### config.mk
export PLATFORM = sky130hd
export DESIGN_NAME = humidity_temp_frame_averager
export DESIGN_NICKNAME = d
export VERILOG_FILES = /design/src/rtl/core/htfa_pkg.sv /design/src/rtl/core/htfa_ctrl.sv /design/src/rtl/core/htfa_dp.sv /design/src/rtl/core/humidity_temp_frame_averager.sv
export SDC_FILE = /design/constraint.sdc
export NUM_CORES = 1
export LEC_CHECK = 0
export ABC_AREA = 1
export BUFFER_PORTS_ARGS = -buffer_cell sky130_fd_sc_hd__clkbuf_2
export CORE_ASPECT_RATIO = 0.9
export CORE_MARGIN = 4
export CORE_UTILIZATION = 60
export DETAILED_ROUTE_END_ITERATION = 6
export PLACE_DENSITY_LB_ADDON = 0.3
export SKIP_CTS_REPAIR_TIMING = 1
export SLEW_MARGIN = 20
export SYNTH_ARGS = -nofsm -noshare
export SYNTH_HDL_FRONTEND = slang
export SYNTH_SLANG_ARGS = --single-unit
### constraint.sdc
create_clock -name clk -period 9.4 [get_ports clk]
set_input_delay 0.47 -clock clk [delete_from_list [all_inputs] [get_ports clk]]
set_output_delay 0.47 -clock clk [all_outputs]
set_load 0.005 [all_outputs]
### src/rtl/core/htfa_pkg.sv
package htfa_pkg;

    // Field and code widths of one sensor frame and of one result item.
    localparam int CODE_W   = 20;
    localparam int BYTE_W   = 8;
    localparam int NIBBLE_W = 4;
    localparam int TEMP_W   = 15;
    localparam int HUM_W    = 14;

    // Scale factors: full code range maps to 200.00 degC span and 100.00 %RH.
    localparam int TSPAN_W = 15;
    localparam int HSPAN_W = 14;
    localparam int TPROD_W = CODE_W + TSPAN_W;
    localparam int HPROD_W = CODE_W + HSPAN_W;
    localparam int OFFS_W  = TEMP_W + 1;

    localparam logic [TSPAN_W-1:0] TEMP_SPAN = 15'd20000;
    localparam logic [HSPAN_W-1:0] HUM_SPAN  = 14'd10000;
    localparam logic signed [OFFS_W-1:0] TEMP_OFFSET = 16'sd5000;

    // Commands from the controller to the datapath.
    typedef struct packed {
        logic capture;   // store the accepted item in the rings
        logic acc_step;  // add one ring entry to the running sums
        logic div_load;  // load the sums into the divider
        logic div_step;  // one restoring division step
        logic scale;     // multiply the averages by the scale factors
        logic load_out;  // move the scaled result to the output register
    } htfa_cmd_t;

    // Status from the datapath to the controller.
    typedef struct packed {
        logic sum_last;  // the current accumulate step reads the last held entry
        logic div_last;  // the current division step is the final one
        logic out_free;  // the output register can take a new result
    } htfa_sts_t;

endpackage

### src/rtl/core/htfa_ctrl.sv
module htfa_ctrl
    import htfa_pkg::*;
(
    input  logic      clk,
    input  logic      rst_n,
    input  logic      in_valid,
    output logic      in_stall,
    input  htfa_sts_t sts,
    output htfa_cmd_t cmd
);

    localparam logic [2:0] ST_IDLE  = 3'd0;
    localparam logic [2:0] ST_SUM   = 3'd1;
    localparam logic [2:0] ST_DLOAD = 3'd2;
    localparam logic [2:0] ST_DIV   = 3'd3;
    localparam logic [2:0] ST_SCALE = 3'd4;
    localparam logic [2:0] ST_OUT   = 3'd5;

    logic [2:0] state_reg;
    logic [2:0] state_next;

    // An item is taken only while the controller is idle.
    assign in_stall = (state_reg != ST_IDLE);

    // Next state and command decode.
    always_comb
    begin
        state_next = state_reg;
        cmd        = '0;
        unique case (state_reg)
            ST_IDLE:
            begin
                if (in_valid)
                begin
                    cmd.capture = 1'b1;
                    state_next  = ST_SUM;
                end
            end
            ST_SUM:
            begin
                cmd.acc_step = 1'b1;
                if (sts.sum_last)
                begin
                    state_next = ST_DLOAD;
                end
            end
            ST_DLOAD:
            begin
                cmd.div_load = 1'b1;
                state_next   = ST_DIV;
            end
            ST_DIV:
            begin
                cmd.div_step = 1'b1;
                if (sts.div_last)
                begin
                    state_next = ST_SCALE;
                end
            end
            ST_SCALE:
            begin
                cmd.scale  = 1'b1;
                state_next = ST_OUT;
            end
            ST_OUT:
            begin
                if (sts.out_free)
                begin
                    cmd.load_out = 1'b1;
                    state_next   = ST_IDLE;
                end
            end
            default:
            begin
                state_next = ST_IDLE;
            end
        endcase
    end

    // State register.
    always_ff @(posedge clk or negedge rst_n)
    begin
        if (!rst_n)
        begin
            state_reg <= ST_IDLE;
        end
        else
        begin
            state_reg <= state_next;
        end
    end

    // A result is handed over only when the output register has room.
    a_load_needs_room: assert property (@(posedge clk) disable iff (!rst_n)
        cmd.load_out |-> sts.out_free)
        else $error("result loaded while output register is occupied");

    // After a capture the block runs through the accumulate phase.
    a_capture_to_sum: assert property (@(posedge clk) disable iff (!rst_n)
        cmd.capture |=> (state_reg == ST_SUM))
        else $error("capture not followed by accumulation");

    // The controller returns to idle exactly when a result is loaded.
    a_out_to_idle: assert property (@(posedge clk) disable iff (!rst_n)
        (state_reg == ST_OUT) && sts.out_free |=> (state_reg == ST_IDLE))
        else $error("controller did not return to idle after loading a result");

endmodule

### src/rtl/core/htfa_dp.sv
module htfa_dp
    import htfa_pkg::*;
#(
    parameter int DEPTH = 3
)
(
    input  logic                     clk,
    input  logic                     rst_n,
    input  htfa_cmd_t                cmd,
    output htfa_sts_t                sts,
    input  logic [BYTE_W-1:0]        hum_high_byte,
    input  logic [BYTE_W-1:0]        hum_mid_byte,
    input  logic [BYTE_W-1:0]        shared_byte,
    input  logic [BYTE_W-1:0]        temp_mid_byte,
    input  logic [BYTE_W-1:0]        temp_low_byte,
    output logic                     out_valid,
    input  logic                     out_stall,
    output logic signed [TEMP_W-1:0] temperature_centi,
    output logic [HUM_W-1:0]         humidity_centi
);

    localparam int CNT_W  = $clog2(DEPTH + 1);
    localparam int SLOT_W = (DEPTH > 1) ? $clog2(DEPTH) : 1;
    localparam int SUM_W  = CODE_W + CNT_W;
    localparam int STEP_W = $clog2(SUM_W);

    localparam logic [SLOT_W-1:0] LAST_SLOT = SLOT_W'(DEPTH - 1);
    localparam logic [CNT_W-1:0]  FULL_CNT  = CNT_W'(DEPTH);
    localparam logic [STEP_W-1:0] LAST_STEP = STEP_W'(SUM_W - 1);

    logic [CODE_W-1:0] temp_ring_reg [DEPTH];
    logic [CODE_W-1:0] hum_ring_reg  [DEPTH];
    logic [SLOT_W-1:0] write_slot_reg;
    logic [CNT_W-1:0]  fill_reg;
    logic [SLOT_W-1:0] rd_idx_reg;
    logic [SUM_W-1:0]  t_sum_reg;
    logic [SUM_W-1:0]  h_sum_reg;
    logic [SUM_W-1:0]  t_quo_reg;
    logic [SUM_W-1:0]  h_quo_reg;
    logic [CNT_W-1:0]  t_rem_reg;
    logic [CNT_W-1:0]  h_rem_reg;
    logic [STEP_W-1:0] step_reg;
    logic [TPROD_W-1:0] t_prod_reg;
    logic [HPROD_W-1:0] h_prod_reg;
    logic               out_valid_reg;
    logic signed [TEMP_W-1:0] temperature_centi_reg;
    logic [HUM_W-1:0]         humidity_centi_reg;

    logic [CODE_W-1:0] hum_code;
    logic [CODE_W-1:0] temp_code;
    logic [CNT_W:0]    t_shift;
    logic [CNT_W:0]    h_shift;
    logic [CNT_W+1:0]  t_diff;
    logic [CNT_W+1:0]  h_diff;
    logic              t_ge;
    logic              h_ge;
    logic signed [OFFS_W-1:0] t_scaled;

    // Frame decode into the two 20-bit codes.
    assign hum_code  = {hum_high_byte, hum_mid_byte, shared_byte[BYTE_W-1:NIBBLE_W]};
    assign temp_code = {shared_byte[NIBBLE_W-1:0], temp_mid_byte, temp_low_byte};

    // Ring storage: entries are only read after they have been written.
    always_ff @(posedge clk)
    begin
        if (cmd.capture)
        begin
            temp_ring_reg[write_slot_reg] <= temp_code;
            hum_ring_reg[write_slot_reg]  <= hum_code;
        end
    end

    // Write pointer and fill count, saturating at the ring depth.
    always_ff @(posedge clk or negedge rst_n)
    begin
        if (!rst_n)
        begin
            write_slot_reg <= '0;
            fill_reg       <= '0;
        end
        else if (cmd.capture)
        begin
            write_slot_reg <= (write_slot_reg == LAST_SLOT) ? '0 : write_slot_reg + 1'b1;
            if (fill_reg != FULL_CNT)
            begin
                fill_reg <= fill_reg + 1'b1;
            end
        end
    end

    // Accumulate one held entry per cycle.
    always_ff @(posedge clk)
    begin
        if (cmd.capture)
        begin
            rd_idx_reg <= '0;
            t_sum_reg  <= '0;
            h_sum_reg  <= '0;
        end
        else if (cmd.acc_step)
        begin
            rd_idx_reg <= rd_idx_reg + 1'b1;
            t_sum_reg  <= t_sum_reg + SUM_W'(temp_ring_reg[rd_idx_reg]);
            h_sum_reg  <= h_sum_reg + SUM_W'(hum_ring_reg[rd_idx_reg]);
        end
    end

    assign sts.sum_last = (CNT_W'(rd_idx_reg) == fill_reg - 1'b1);

    // Restoring division of both sums by the fill count, one bit per cycle.
    assign t_shift = {t_rem_reg, t_quo_reg[SUM_W-1]};
    assign h_shift = {h_rem_reg, h_quo_reg[SUM_W-1]};
    assign t_diff  = {1'b0, t_shift} - {2'b00, fill_reg};
    assign h_diff  = {1'b0, h_shift} - {2'b00, fill_reg};
    assign t_ge    = !t_diff[CNT_W+1];
    assign h_ge    = !h_diff[CNT_W+1];

    always_ff @(posedge clk)
    begin
        if (cmd.div_load)
        begin
            t_quo_reg <= t_sum_reg;
            h_quo_reg <= h_sum_reg;
            t_rem_reg <= '0;
            h_rem_reg <= '0;
            step_reg  <= '0;
        end
        else if (cmd.div_step)
        begin
            t_quo_reg <= {t_quo_reg[SUM_W-2:0], t_ge};
            h_quo_reg <= {h_quo_reg[SUM_W-2:0], h_ge};
            t_rem_reg <= t_ge ? t_diff[CNT_W-1:0] : t_shift[CNT_W-1:0];
            h_rem_reg <= h_ge ? h_diff[CNT_W-1:0] : h_shift[CNT_W-1:0];
            step_reg  <= step_reg + 1'b1;
        end
    end

    assign sts.div_last = (step_reg == LAST_STEP);

    // Scale the averages; the quotient always fits in a code.
    always_ff @(posedge clk)
    begin
        if (cmd.scale)
        begin
            t_prod_reg <= TPROD_W'(t_quo_reg[CODE_W-1:0]) * TPROD_W'(TEMP_SPAN);
            h_prod_reg <= HPROD_W'(h_quo_reg[CODE_W-1:0]) * HPROD_W'(HUM_SPAN);
        end
    end

    assign t_scaled = $signed({1'b0, t_prod_reg[TPROD_W-1:CODE_W]}) - TEMP_OFFSET;

    // Output register: holds a result until it is taken.
    assign sts.out_free = !out_valid_reg || !out_stall;

    always_ff @(posedge clk or negedge rst_n)
    begin
        if (!rst_n)
        begin
            out_valid_reg <= 1'b0;
        end
        else if (cmd.load_out)
        begin
            out_valid_reg <= 1'b1;
        end
        else if (!out_stall)
        begin
            out_valid_reg <= 1'b0;
        end
    end

    always_ff @(posedge clk)
    begin
        if (cmd.load_out)
        begin
            temperature_centi_reg <= t_scaled[TEMP_W-1:0];
            humidity_centi_reg    <= h_prod_reg[HPROD_W-1:CODE_W];
        end
    end

    assign out_valid         = out_valid_reg;
    assign temperature_centi = temperature_centi_reg;
    assign humidity_centi    = humidity_centi_reg;

    // The fill count never passes the ring depth.
    a_fill_bound: assert property (@(posedge clk) disable iff (!rst_n)
        fill_reg <= FULL_CNT)
        else $error("fill count above ring depth");

    // The write pointer stays inside the ring.
    a_slot_bound: assert property (@(posedge clk) disable iff (!rst_n)
        write_slot_reg <= LAST_SLOT)
        else $error("write pointer outside ring");

    // The division remainders stay below the divisor.
    a_rem_bound: assert property (@(posedge clk) disable iff (!rst_n)
        $past(cmd.div_step) |-> (t_rem_reg < fill_reg) && (h_rem_reg < fill_reg))
        else $error("division remainder not below the sample count");

endmodule

### src/rtl/core/humidity_temp_frame_averager.sv
// From item accept to result valid the item passes the ring capture, the ring sum over the N
// held samples (1 to DEPTH), the divider load, the division, the scaling and the output load.
// No new item is taken until the previous result is loaded into the output register; the
// one-bit-per-cycle restoring divider and the one-entry-per-cycle ring sum set the pace.
// A result waiting in the output register does not block the next item until its final load.
// Reset (rst_n low, asynchronous): ring empty, write pointer zero, no result pending.
module humidity_temp_frame_averager
    import htfa_pkg::*;
#(
    parameter int DEPTH = 3
)
(
    input  logic                     clk,
    input  logic                     rst_n,
    input  logic                     in_valid,
    output logic                     in_stall,
    input  logic [BYTE_W-1:0]        hum_high_byte,
    input  logic [BYTE_W-1:0]        hum_mid_byte,
    input  logic [BYTE_W-1:0]        shared_byte,
    input  logic [BYTE_W-1:0]        temp_mid_byte,
    input  logic [BYTE_W-1:0]        temp_low_byte,
    output logic                     out_valid,
    input  logic                     out_stall,
    output logic signed [TEMP_W-1:0] temperature_centi,
    output logic [HUM_W-1:0]         humidity_centi
);

    htfa_cmd_t cmd;
    htfa_sts_t sts;

    // Sequencer.
    htfa_ctrl u_ctrl
    (
        .clk      (clk),
        .rst_n    (rst_n),
        .in_valid (in_valid),
        .in_stall (in_stall),
        .sts      (sts),
        .cmd      (cmd)
    );

    // Ring, sum, divider, scaling and output register.
    htfa_dp #(
        .DEPTH (DEPTH)
    ) u_dp
    (
        .clk               (clk),
        .rst_n             (rst_n),
        .cmd               (cmd),
        .sts               (sts),
        .hum_high_byte     (hum_high_byte),
        .hum_mid_byte      (hum_mid_byte),
        .shared_byte       (shared_byte),
        .temp_mid_byte     (temp_mid_byte),
        .temp_low_byte     (temp_low_byte),
        .out_valid         (out_valid),
        .out_stall         (out_stall),
        .temperature_centi (temperature_centi),
        .humidity_centi    (humidity_centi)
    );

endmodule

==> impl_summary.log, run 1 <==
[metrics] run status: complete, no violations
[metrics] Worst Tran Pin Value: 970.3 ps
[metrics] sum of net half-perimeters after detailed placement: 33230 um
[metrics] Overflow after GRT: 0
[metrics] area of the core: 33110 um2
[metrics] type of element capturing the critical path: register
[metrics] routed wirelength normalized by instance count: 15.12 um
[metrics] count of input and output buffers: 74
[metrics] Clk pin slew, worst setup/hold paths: 70 ps
[metrics] Hold WC Path Type: in2reg
[metrics] critical-path maximum fanout: 5
[metrics] Fmax: 0.2164 GHz
[metrics] reported max-cap violation count: 0
[metrics] cell at the slowest stage of the critical path: sky130_fd_sc_hd__fa_1
[metrics] DRC errors left: 0
[metrics] critical register-to-register path startpoint: u_dp.t_quo_reg[9]
[metrics] number of cell instances on the worst register-to-register path: 18
[metrics] number of H-tree levels: 1
[metrics] total number of clock tree sinks: 287
[metrics] maximum number of pins on one net before global-route repair: 81
[metrics] area enclosed by the die boundary: 36720 um2
[metrics] number of fillers in the final layout: 2662
[metrics] number of hold-slack violations in the final timing report: 0
[metrics] fraction of registers with async set/reset: 2.787%
[metrics] antenna violations before repair: 0
[metrics] worst flop-to-flop path endpoint: u_dp.t_prod_reg[34]
[metrics] data arrival at the endpoint of the critical path: 4950 ps
[metrics] final setup violation count: 0
[metrics] number of enable-type register cells in the synthesized netlist: 222
[metrics] sequential cell area fraction in the yosys report: 39.59%
[metrics] register-to-register setup slack: 4780 ps
[metrics] share of final-layout standard cells stronger than drive strength 1: 6.245%
[metrics] biggest area contributors in the synthesized netlist: sky130_fd_sc_hd__edfxtp_1 33%, sky130_fd_sc_hd__ha_1 13%, sky130_fd_sc_hd__nand2_1 9.6%
[metrics] First-pass DRT Iterations: 6
[metrics] setup repair after global routing missed its margin: no
[metrics] Slew Viols, Final: 0
[metrics] wire length of the first global-routing pass: 73080 um
[metrics] accumulated negative setup slack: 0 ps
[metrics] Final Util: 66.66%
[metrics] layout-stage area growth over the synthesis result: 9.099%
[metrics] clock latency on the worst-skew pair: 600 ps
[metrics] cell occurring most often along the worst timing path: sky130_fd_sc_hd__nand2_1
[metrics] path type of the worst setup path: reg2reg
[metrics] synthesized area divided by synthesized cell count: 8.607 um2
[metrics] ant diodes: 0
[metrics] sequence of cells on the critical path: inv_1 -> fa_1 -> inv_1 -> ha_1 -> fa_1 -> ha_1 -> inv_1 -> fa_1 -> inv_1 -> ha_1 -> a21oi_1 -> o21ai_0 -> nand2_1 -> nand2_1 -> a21oi_1 -> nand2_1 -> nand2_1 -> nand2_1
[metrics] YS warnings: 0
[metrics] final critical-path required period: 4621 ps
[metrics] standard-cell row count: 63
[metrics] Max Root-Sink Buffers: 3
[metrics] count of different cell masters after synthesis: 46
[metrics] Period Utilization, post-route: 49.16%
[metrics] top-level port count: 75
[metrics] area post-placement: 21040 um2
[metrics] required time worst endpoint: 9730 ps
[metrics] die extent in y: 182.2 um
[metrics] vias: 15370
[metrics] Slew HR: 35.25%
[metrics] ratio of routed vias to standard cells: 5.352
[metrics] total global routing track utilization: 23.83%
[metrics] Total Routed Length: 43430 um
[metrics] maximum cell stage delay along the critical path: 570 ps
[metrics] worst hold endpoint: u_dp.temp_ring_reg[0][4]
[metrics] horizontal die dimension: 201.5 um
[metrics] number of global-route vias before repair: 15280
[metrics] Layout Nets: 2774
[metrics] startpoint of the lowest-slack hold path: temp_low_byte[4]
[metrics] number of synthesized register bits: 287
[metrics] clock buffer count from CTS: 30
[metrics] final setup skew: 40.02 ps
[metrics] placer's final routability congestion estimate: 0.9214
[metrics] TritonCTS clock tree: yes
[metrics] CTS Root Cell: sky130_fd_sc_hd__clkbuf_16
[metrics] top cell type's share of synthesized area: 32.96%
[metrics] number of nets with antenna violations after detailed routing: 0
[metrics] top_reg_cell synth: sky130_fd_sc_hd__edfxtp_1
[metrics] Cell Area, Synth: 20230 um2
[metrics] Finished Cell Area: 22070 um2
[metrics] Synth area leader: sky130_fd_sc_hd__edfxtp_1
[metrics] Synth Net Count: 2696
[metrics] initial cell density of the core: 61.10%
[metrics] hold path depth: 1
[metrics] number of instances in the synthesized netlist: 2350
[metrics] violation count after the first detailed-route iteration: 1006
[metrics] critical path launch point type: register
## synthesized netlist by cell type, drive strengths merged (2+ instances only)
library cell,n
nand2,516
xor2,32
edfxtp,222
ha,208
nand3b,4
nor2,181
clkbuf,23
dfxtp,57
inv,461
nand3,106
o21a,3
o21ai,133
xnor2,11
o21bai,28
or2,11
a31oi,3
a21oi,174
o211ai,3
nand4,23
o31ai,2
dfrtp,8
nor3,18
and2,3
fa,94
buf,17
## layer usage
layer,up-vias,track usage [%],part of all wire [%]
met1,7176,33.53,47
li1,7757,-,-
met2,376,40.10,47
met3,62,2.807,4.7
met4,0,5.631,2.1
met5,-,0,0
## how the worst max path moves through the flow
| stage | start | endpoint | slack [ps] | cells past startpoint |
|---|---|---|---|---|
| after floorplan | u_ctrl.state_reg[0] | u_dp.hum_ring_reg[2][0] | 5180 | 5 |
| after global placement | u_dp.t_quo_reg[10] | u_dp.t_prod_reg[34] | 4790 | 18 |
| after detailed placement | u_dp.t_quo_reg[10] | u_dp.t_prod_reg[34] | 4770 | 18 |
| after CTS | u_dp.t_quo_reg[10] | u_dp.t_prod_reg[34] | 4760 | 18 |
| after global routing | u_dp.t_quo_reg[10] | u_dp.t_prod_reg[30] | 4490 | 18 |
| final | u_dp.t_quo_reg[9] | u_dp.t_prod_reg[34] | 4780 | 18 |
## layout by cell type (no fill, tap or decap), drive strengths merged, types with 3 or more instances in the layout
cell | synthesis | final
a21oi | 174 | 174
a31oi | 3 | 3
xor2 | 32 | 32
o21bai | 28 | 28
buf | 17 | 11
clkinv | 1 | 9
o21ai | 133 | 133
dfrtp | 8 | 8
clkbuf | 23 | 111
o211ai | 3 | 3
edfxtp | 222 | 222
xnor2 | 11 | 11
ha | 208 | 208
nand3b | 4 | 4
inv | 461 | 464
and2 | 3 | 3
nand2 | 516 | 516
fa | 94 | 94
or2 | 11 | 11
o21a | 3 | 3
nor3 | 18 | 18
dfxtp | 57 | 57
nor2 | 181 | 181
nand4 | 23 | 23
nand3 | 106 | 106
bufinv | 0 | 4
## metrics by stage
step / setup WS [ps] / cells / hold WS, ps
after global routing: 4490 / 2872 / 59.48
after global placement: 4794 / 2817 / 351.8
after floorplan: 5178 / 2350 / 174.4
after detailed placement: 4772 / 2817 / 360.5
final: 4779 / 2872 / 63.45
after CTS: 4761 / 2871 / -288.2
## area by class of cell
type	count	area [um2]	share of cell area, %
multi-input combinational	1561	10320	46.79
timing repair buffer	86	462.9	2.098
inverter	462	1734	7.858
clock buffer	37	777.0	3.521
clock inverter	17	232.7	1.055
sequential	287	8008	36.29
tap	422	528.0	2.393
## critical path, delay by kind of cell, from the launching register on
| family | cells | cell delay [ps] |
|---|---|---|
| compound gates | 3 | 700 |
| buf+inv | 4 | 320 |
| fa+ha+maj | 6 | 2510 |
| simple gates | 5 | 360 |
| flops | 1 | 480 |
## cell families after synthesis
group | share of synthesized area (%)
and+or+nand+nor | 17.64
xor gates and xnor gates | 1.862
AOI/OAI and AO/OA | 9.217
buffers and inverters | 9.526
DFF | 39.59
adders and majority gates | 22.17
Power of run 1 is not shown: default switching activity piles up to over one toggle a cycle in this logic, so the estimate is an artifact.
==> inputs of run 2 (changes only) <==
- ABC_AREA: 1 -> 0
- clock period: 9.4 -> 4.67 ns (I/O delays scaled with it)
==> run 2 against run 1 <==
Synthesized area fell by 10%. Critical endpoint is now u_dp.h_prod_reg[32]. Highest routed layer unchanged. Count of clock-buffer cells in the layout grew 8. Worst hold slack worse by 39 ps. Largest cell class unchanged. Critical path depth did not move.
==> impl_summary.log, run 2 <==
[metrics] final setup violation count: 0 (unchanged)
[metrics] Total Routed Length: 36790 um (-15%)
[metrics] synthesized area divided by synthesized cell count: 11.05 um2 (+28%)
[metrics] most used standard cells in the synthesized netlist: 222 x sky130_fd_sc_hd__edfxtp_1, 210 x sky130_fd_sc_hd__inv_1, 208 x sky130_fd_sc_hd__ha_1, 167 x sky130_fd_sc_hd__nand2_1, 107 x sky130_fd_sc_hd__o21ai_0
[metrics] top cell type's share of synthesized area: 36.78% (+3.8 points)
[metrics] XOR/XNOR share of the synthesized area: 3.431% (+1.6 points)
[metrics] Period Utilization, post-route: 99.37% (+50 points)
[metrics] die extent in y: 172.9 um (-5.1%)
[metrics] fraction of registers with async set/reset: 2.787% (unchanged)
[metrics] number of H-tree levels: 1 (unchanged)
[metrics] initial cell density of the core: 60.81% (-0.28 points)
[metrics] count of input and output buffers: 74 (unchanged)
[metrics] wire length of the first global-routing pass: 58470 um (-20%)
[metrics] required time worst endpoint: 4970 ps (-4760 ps)
[metrics] top_reg_cell synth: sky130_fd_sc_hd__edfxtp_1
[metrics] data arrival at the endpoint of the critical path: 4940 ps (about the same)
[metrics] cell occurring most often along the worst timing path: sky130_fd_sc_hd__fa_1
[metrics] ratio of routed vias to standard cells: 5.489 (+2.6%)
[metrics] TritonCTS clock tree: yes
[metrics] maximum number of pins on one net before global-route repair: 51 (-37%)
[metrics] Worst Tran Pin Value: 1106 ps (+135.3 ps)
[metrics] routed wirelength normalized by instance count: 16.28 um (+7.7%)
[metrics] Fmax: 0.2155 GHz (-0.42%)
[metrics] reported max-cap violation count: 0 (unchanged)
[metrics] share of final-layout standard cells stronger than drive strength 1: 16.53% (+10 points)
[metrics] vias: 12410 (-19%)
[metrics] sequence of cells on the critical path: inv_2 -> buf_4 -> fa_1 -> inv_1 -> ha_1 -> fa_1 -> ha_1 -> fa_1 -> ha_4 -> nand4_1 -> nor2_1 -> o21ai_2 -> a21oi_2 -> o211ai_1 -> a21boi_1 -> o21ai_2 -> a21boi_1 -> xor2_1
[metrics] Synth Area in Compound Gates: 11.21% (+2.0 points)
[metrics] placer's final routability congestion estimate: 0.9331 (+1.3%)
[metrics] violation count after the first detailed-route iteration: 838 (-17%)
[metrics] DRC errors left: 0 (unchanged)
[metrics] startpoint of the lowest-slack hold path: in_valid
[metrics] Crit path buffers/inverters: 3 (-1)
[metrics] Slew Viols, Final: 0 (unchanged)
[metrics] critical-path maximum fanout: 4 (-1)
[metrics] number of nets with antenna violations after detailed routing: 0 (unchanged)
[metrics] multiplexer fraction of the synthesized cell area: 2.747% (+2.7 points)
[metrics] total number of clock tree sinks: 287 (unchanged)
[metrics] YS warnings: 0 (unchanged)
[metrics] Cell Area, Synth: 18120 um2 (-10%)
[metrics] biggest area contributors in the synthesized netlist: sky130_fd_sc_hd__edfxtp_1 37%, sky130_fd_sc_hd__ha_1 14%, sky130_fd_sc_hd__fa_1 10%
[metrics] path type of the worst setup path: reg2reg
[metrics] register-to-register setup slack: 30 ps (-4750 ps)
[metrics] simple-gate portion of the synthesized area: 8.387% (-9.2 points)
[metrics] number of synthesized register bits: 287 (unchanged)
[metrics] number of fillers in the final layout: 2103 (-21%)
[metrics] clock buffer count from CTS: 30 (unchanged)
[metrics] standard-cell row count: 60 (-4.8%)
[metrics] ant diodes: 0 (unchanged)
[metrics] most frequently used cell type in the post-synthesis netlist: sky130_fd_sc_hd__edfxtp_1
[metrics] setup repair after global routing missed its margin: yes
[metrics] layout-stage area growth over the synthesis result: 17.40%
[metrics] First-pass DRT Iterations: 5 (-1)
[metrics] cell family contributing the most delay on the critical path: adder cells
[metrics] number of global-route vias before repair: 12100 (-21%)
[metrics] run status: complete, no violations
[metrics] critical path launch point type: register
[metrics] leading cell type in the layout, fill and taps excluded: sky130_fd_sc_hd__edfxtp_1
[metrics] Max Root-Sink Buffers: 3 (unchanged)
[metrics] Hold WC Path Type: in2reg
[metrics] area enclosed by the die boundary: 33060 um2 (-10%)
[metrics] horizontal die dimension: 191.2 um (-5.1%)
[metrics] type of element capturing the critical path: register
[metrics] final critical-path required period: 4641 ps (+19.52 ps)
[metrics] commonest cells after routing, fill and taps aside: 222 x sky130_fd_sc_hd__edfxtp_1, 190 x sky130_fd_sc_hd__ha_1, 188 x sky130_fd_sc_hd__inv_1
[metrics] area of the core: 29800 um2 (-10%)
[metrics] Synth area leader: sky130_fd_sc_hd__edfxtp_1
[metrics] sum of net half-perimeters after detailed placement: 26410 um (-21%)
[metrics] CTS Root Cell: sky130_fd_sc_hd__clkbuf_16
[metrics] worst flop-to-flop path endpoint: u_dp.h_prod_reg[32]
[metrics] worst hold margin: 24.49 ps (-38.96 ps)
[metrics] total global routing track utilization: 21.37% (-2.5 points)
[metrics] number of hold-slack violations in the final timing report: 0 (unchanged)
[metrics] clock latency on the worst-skew pair: 570 ps (-30 ps)
[metrics] Clk pin slew, worst setup/hold paths: 70 ps (about the same)
[metrics] combinational family with the most area after synthesis: adder cells
[metrics] maximum cell stage delay along the critical path: 540 ps (-30 ps)
[metrics] critical register-to-register path startpoint: u_dp.h_quo_reg[5]
[metrics] count of different cell masters after synthesis: 61 (+33%)
[metrics] Layout Nets: 2179 (-21%)
[metrics] Overflow after GRT: 0 (unchanged)
[metrics] Slew HR: 25.89% (-9.4 points)
[metrics] synthesized-area fraction occupied by adder cells: 24.74% (+2.6 points)
[metrics] sequential cell area fraction in the yosys report: 44.18% (+4.6 points)
[metrics] number of enable-type register cells in the synthesized netlist: 222 (unchanged)
[metrics] cell at the slowest stage of the critical path: sky130_fd_sc_hd__fa_1
[metrics] hold path depth: 3 (+2)
[metrics] number of cell instances on the worst register-to-register path: 18 (unchanged)
[metrics] antenna violations before repair: 0 (unchanged)
[metrics] top-level port count: 75 (unchanged)
[metrics] number of instances in the synthesized netlist: 1641 (-30%)
[metrics] worst hold endpoint: u_ctrl.state_reg[0]
[metrics] Synth Net Count: 1987 (-26%)
[metrics] final setup skew: 27.05 ps (-12.97 ps)
-- run 2: cells by family (layout without fill, tap and decap cells) --
group,count (synthesis),after routing
xor+xnor,71,71
simple gates,343,343
mux,49,49
flops,287,287
buf+inv,256,472
fa+ha+maj,302,302
compound gates,333,333
-- run 2: layout make-up --
| cell class | count | area, um2 | share of cell area (%) |
|---|---|---|---|
| multi-input combinational | 1098 | 9559 | 44.92 |
| sequential | 287 | 8010 | 37.64 |
| timing repair buffer | 204 | 1464 | 6.879 |
| clock buffer | 45 | 827.0 | 3.887 |
| inverter | 212 | 795.8 | 3.740 |
| tap | 403 | 504.2 | 2.370 |
| clock inverter | 11 | 118.9 | 0.5586 |
-- run 2: worst register-to-register path: cells and delay by family, from the launching register on --
family	cells	cell delay (ps)
fa+ha+maj	6	2340
buf+inv	3	270
compound gates	6	1020
flops	1	380
xor+xnor	1	90
simple gates	2	270
-- run 2: worst max-delay path by stage --
stage | cells after the start | slack (ps) | end | from
CTS | 21 | -150 | u_dp.h_prod_reg[33] | u_dp.h_quo_reg[5]
finish | 18 | 30 | u_dp.h_prod_reg[32] | u_dp.h_quo_reg[5]
global route | 18 | -160 | u_dp.h_prod_reg[31] | u_dp.h_quo_reg[5]
detailed placement | 21 | -110 | u_dp.h_prod_reg[33] | u_dp.h_quo_reg[5]
floorplan | 16 | 70 | u_dp.t_prod_reg[29] | u_dp.t_quo_reg[8]
global placement | 21 | -10 | u_dp.h_prod_reg[31] | u_dp.h_quo_reg[5]
-- run 2: stage by stage --
| step | std cells | worst slack, ps | util [%] | setup TNS [ps] | area [um2] |
|---|---|---|---|---|---|
| 6_report | 2260 | 29.48 | 71.40 | 0 | 21280 |
| 5_1_grt | 2260 | -158.7 | 71.40 | -893.9 | 21280 |
| 4_1_cts | 2195 | -152.3 | 68.16 | -1012 | 20310 |
| 3_5_place_dp | 2139 | -110.2 | 64.98 | -579.2 | 19370 |
| 3_3_place_gp | 2139 | -9.734 | 64.98 | -9.734 | 19370 |
| 2_1_floorplan | 1641 | 71.51 | - | 0 | 18130 |
-- run 2: routing by layer --
layer | vias to the layer above | routed length, um | track usage [%]
met3 | 74 | 1872 | 3.169
met2 | 327 | 17390 | 35.27
li1 | 6105 | - | -
met1 | 5899 | 16430 | 29.88
met4 | 0 | 1100 | 5.775
met5 | - | 0 | 0
Power of run 2 is left out for the same reason.
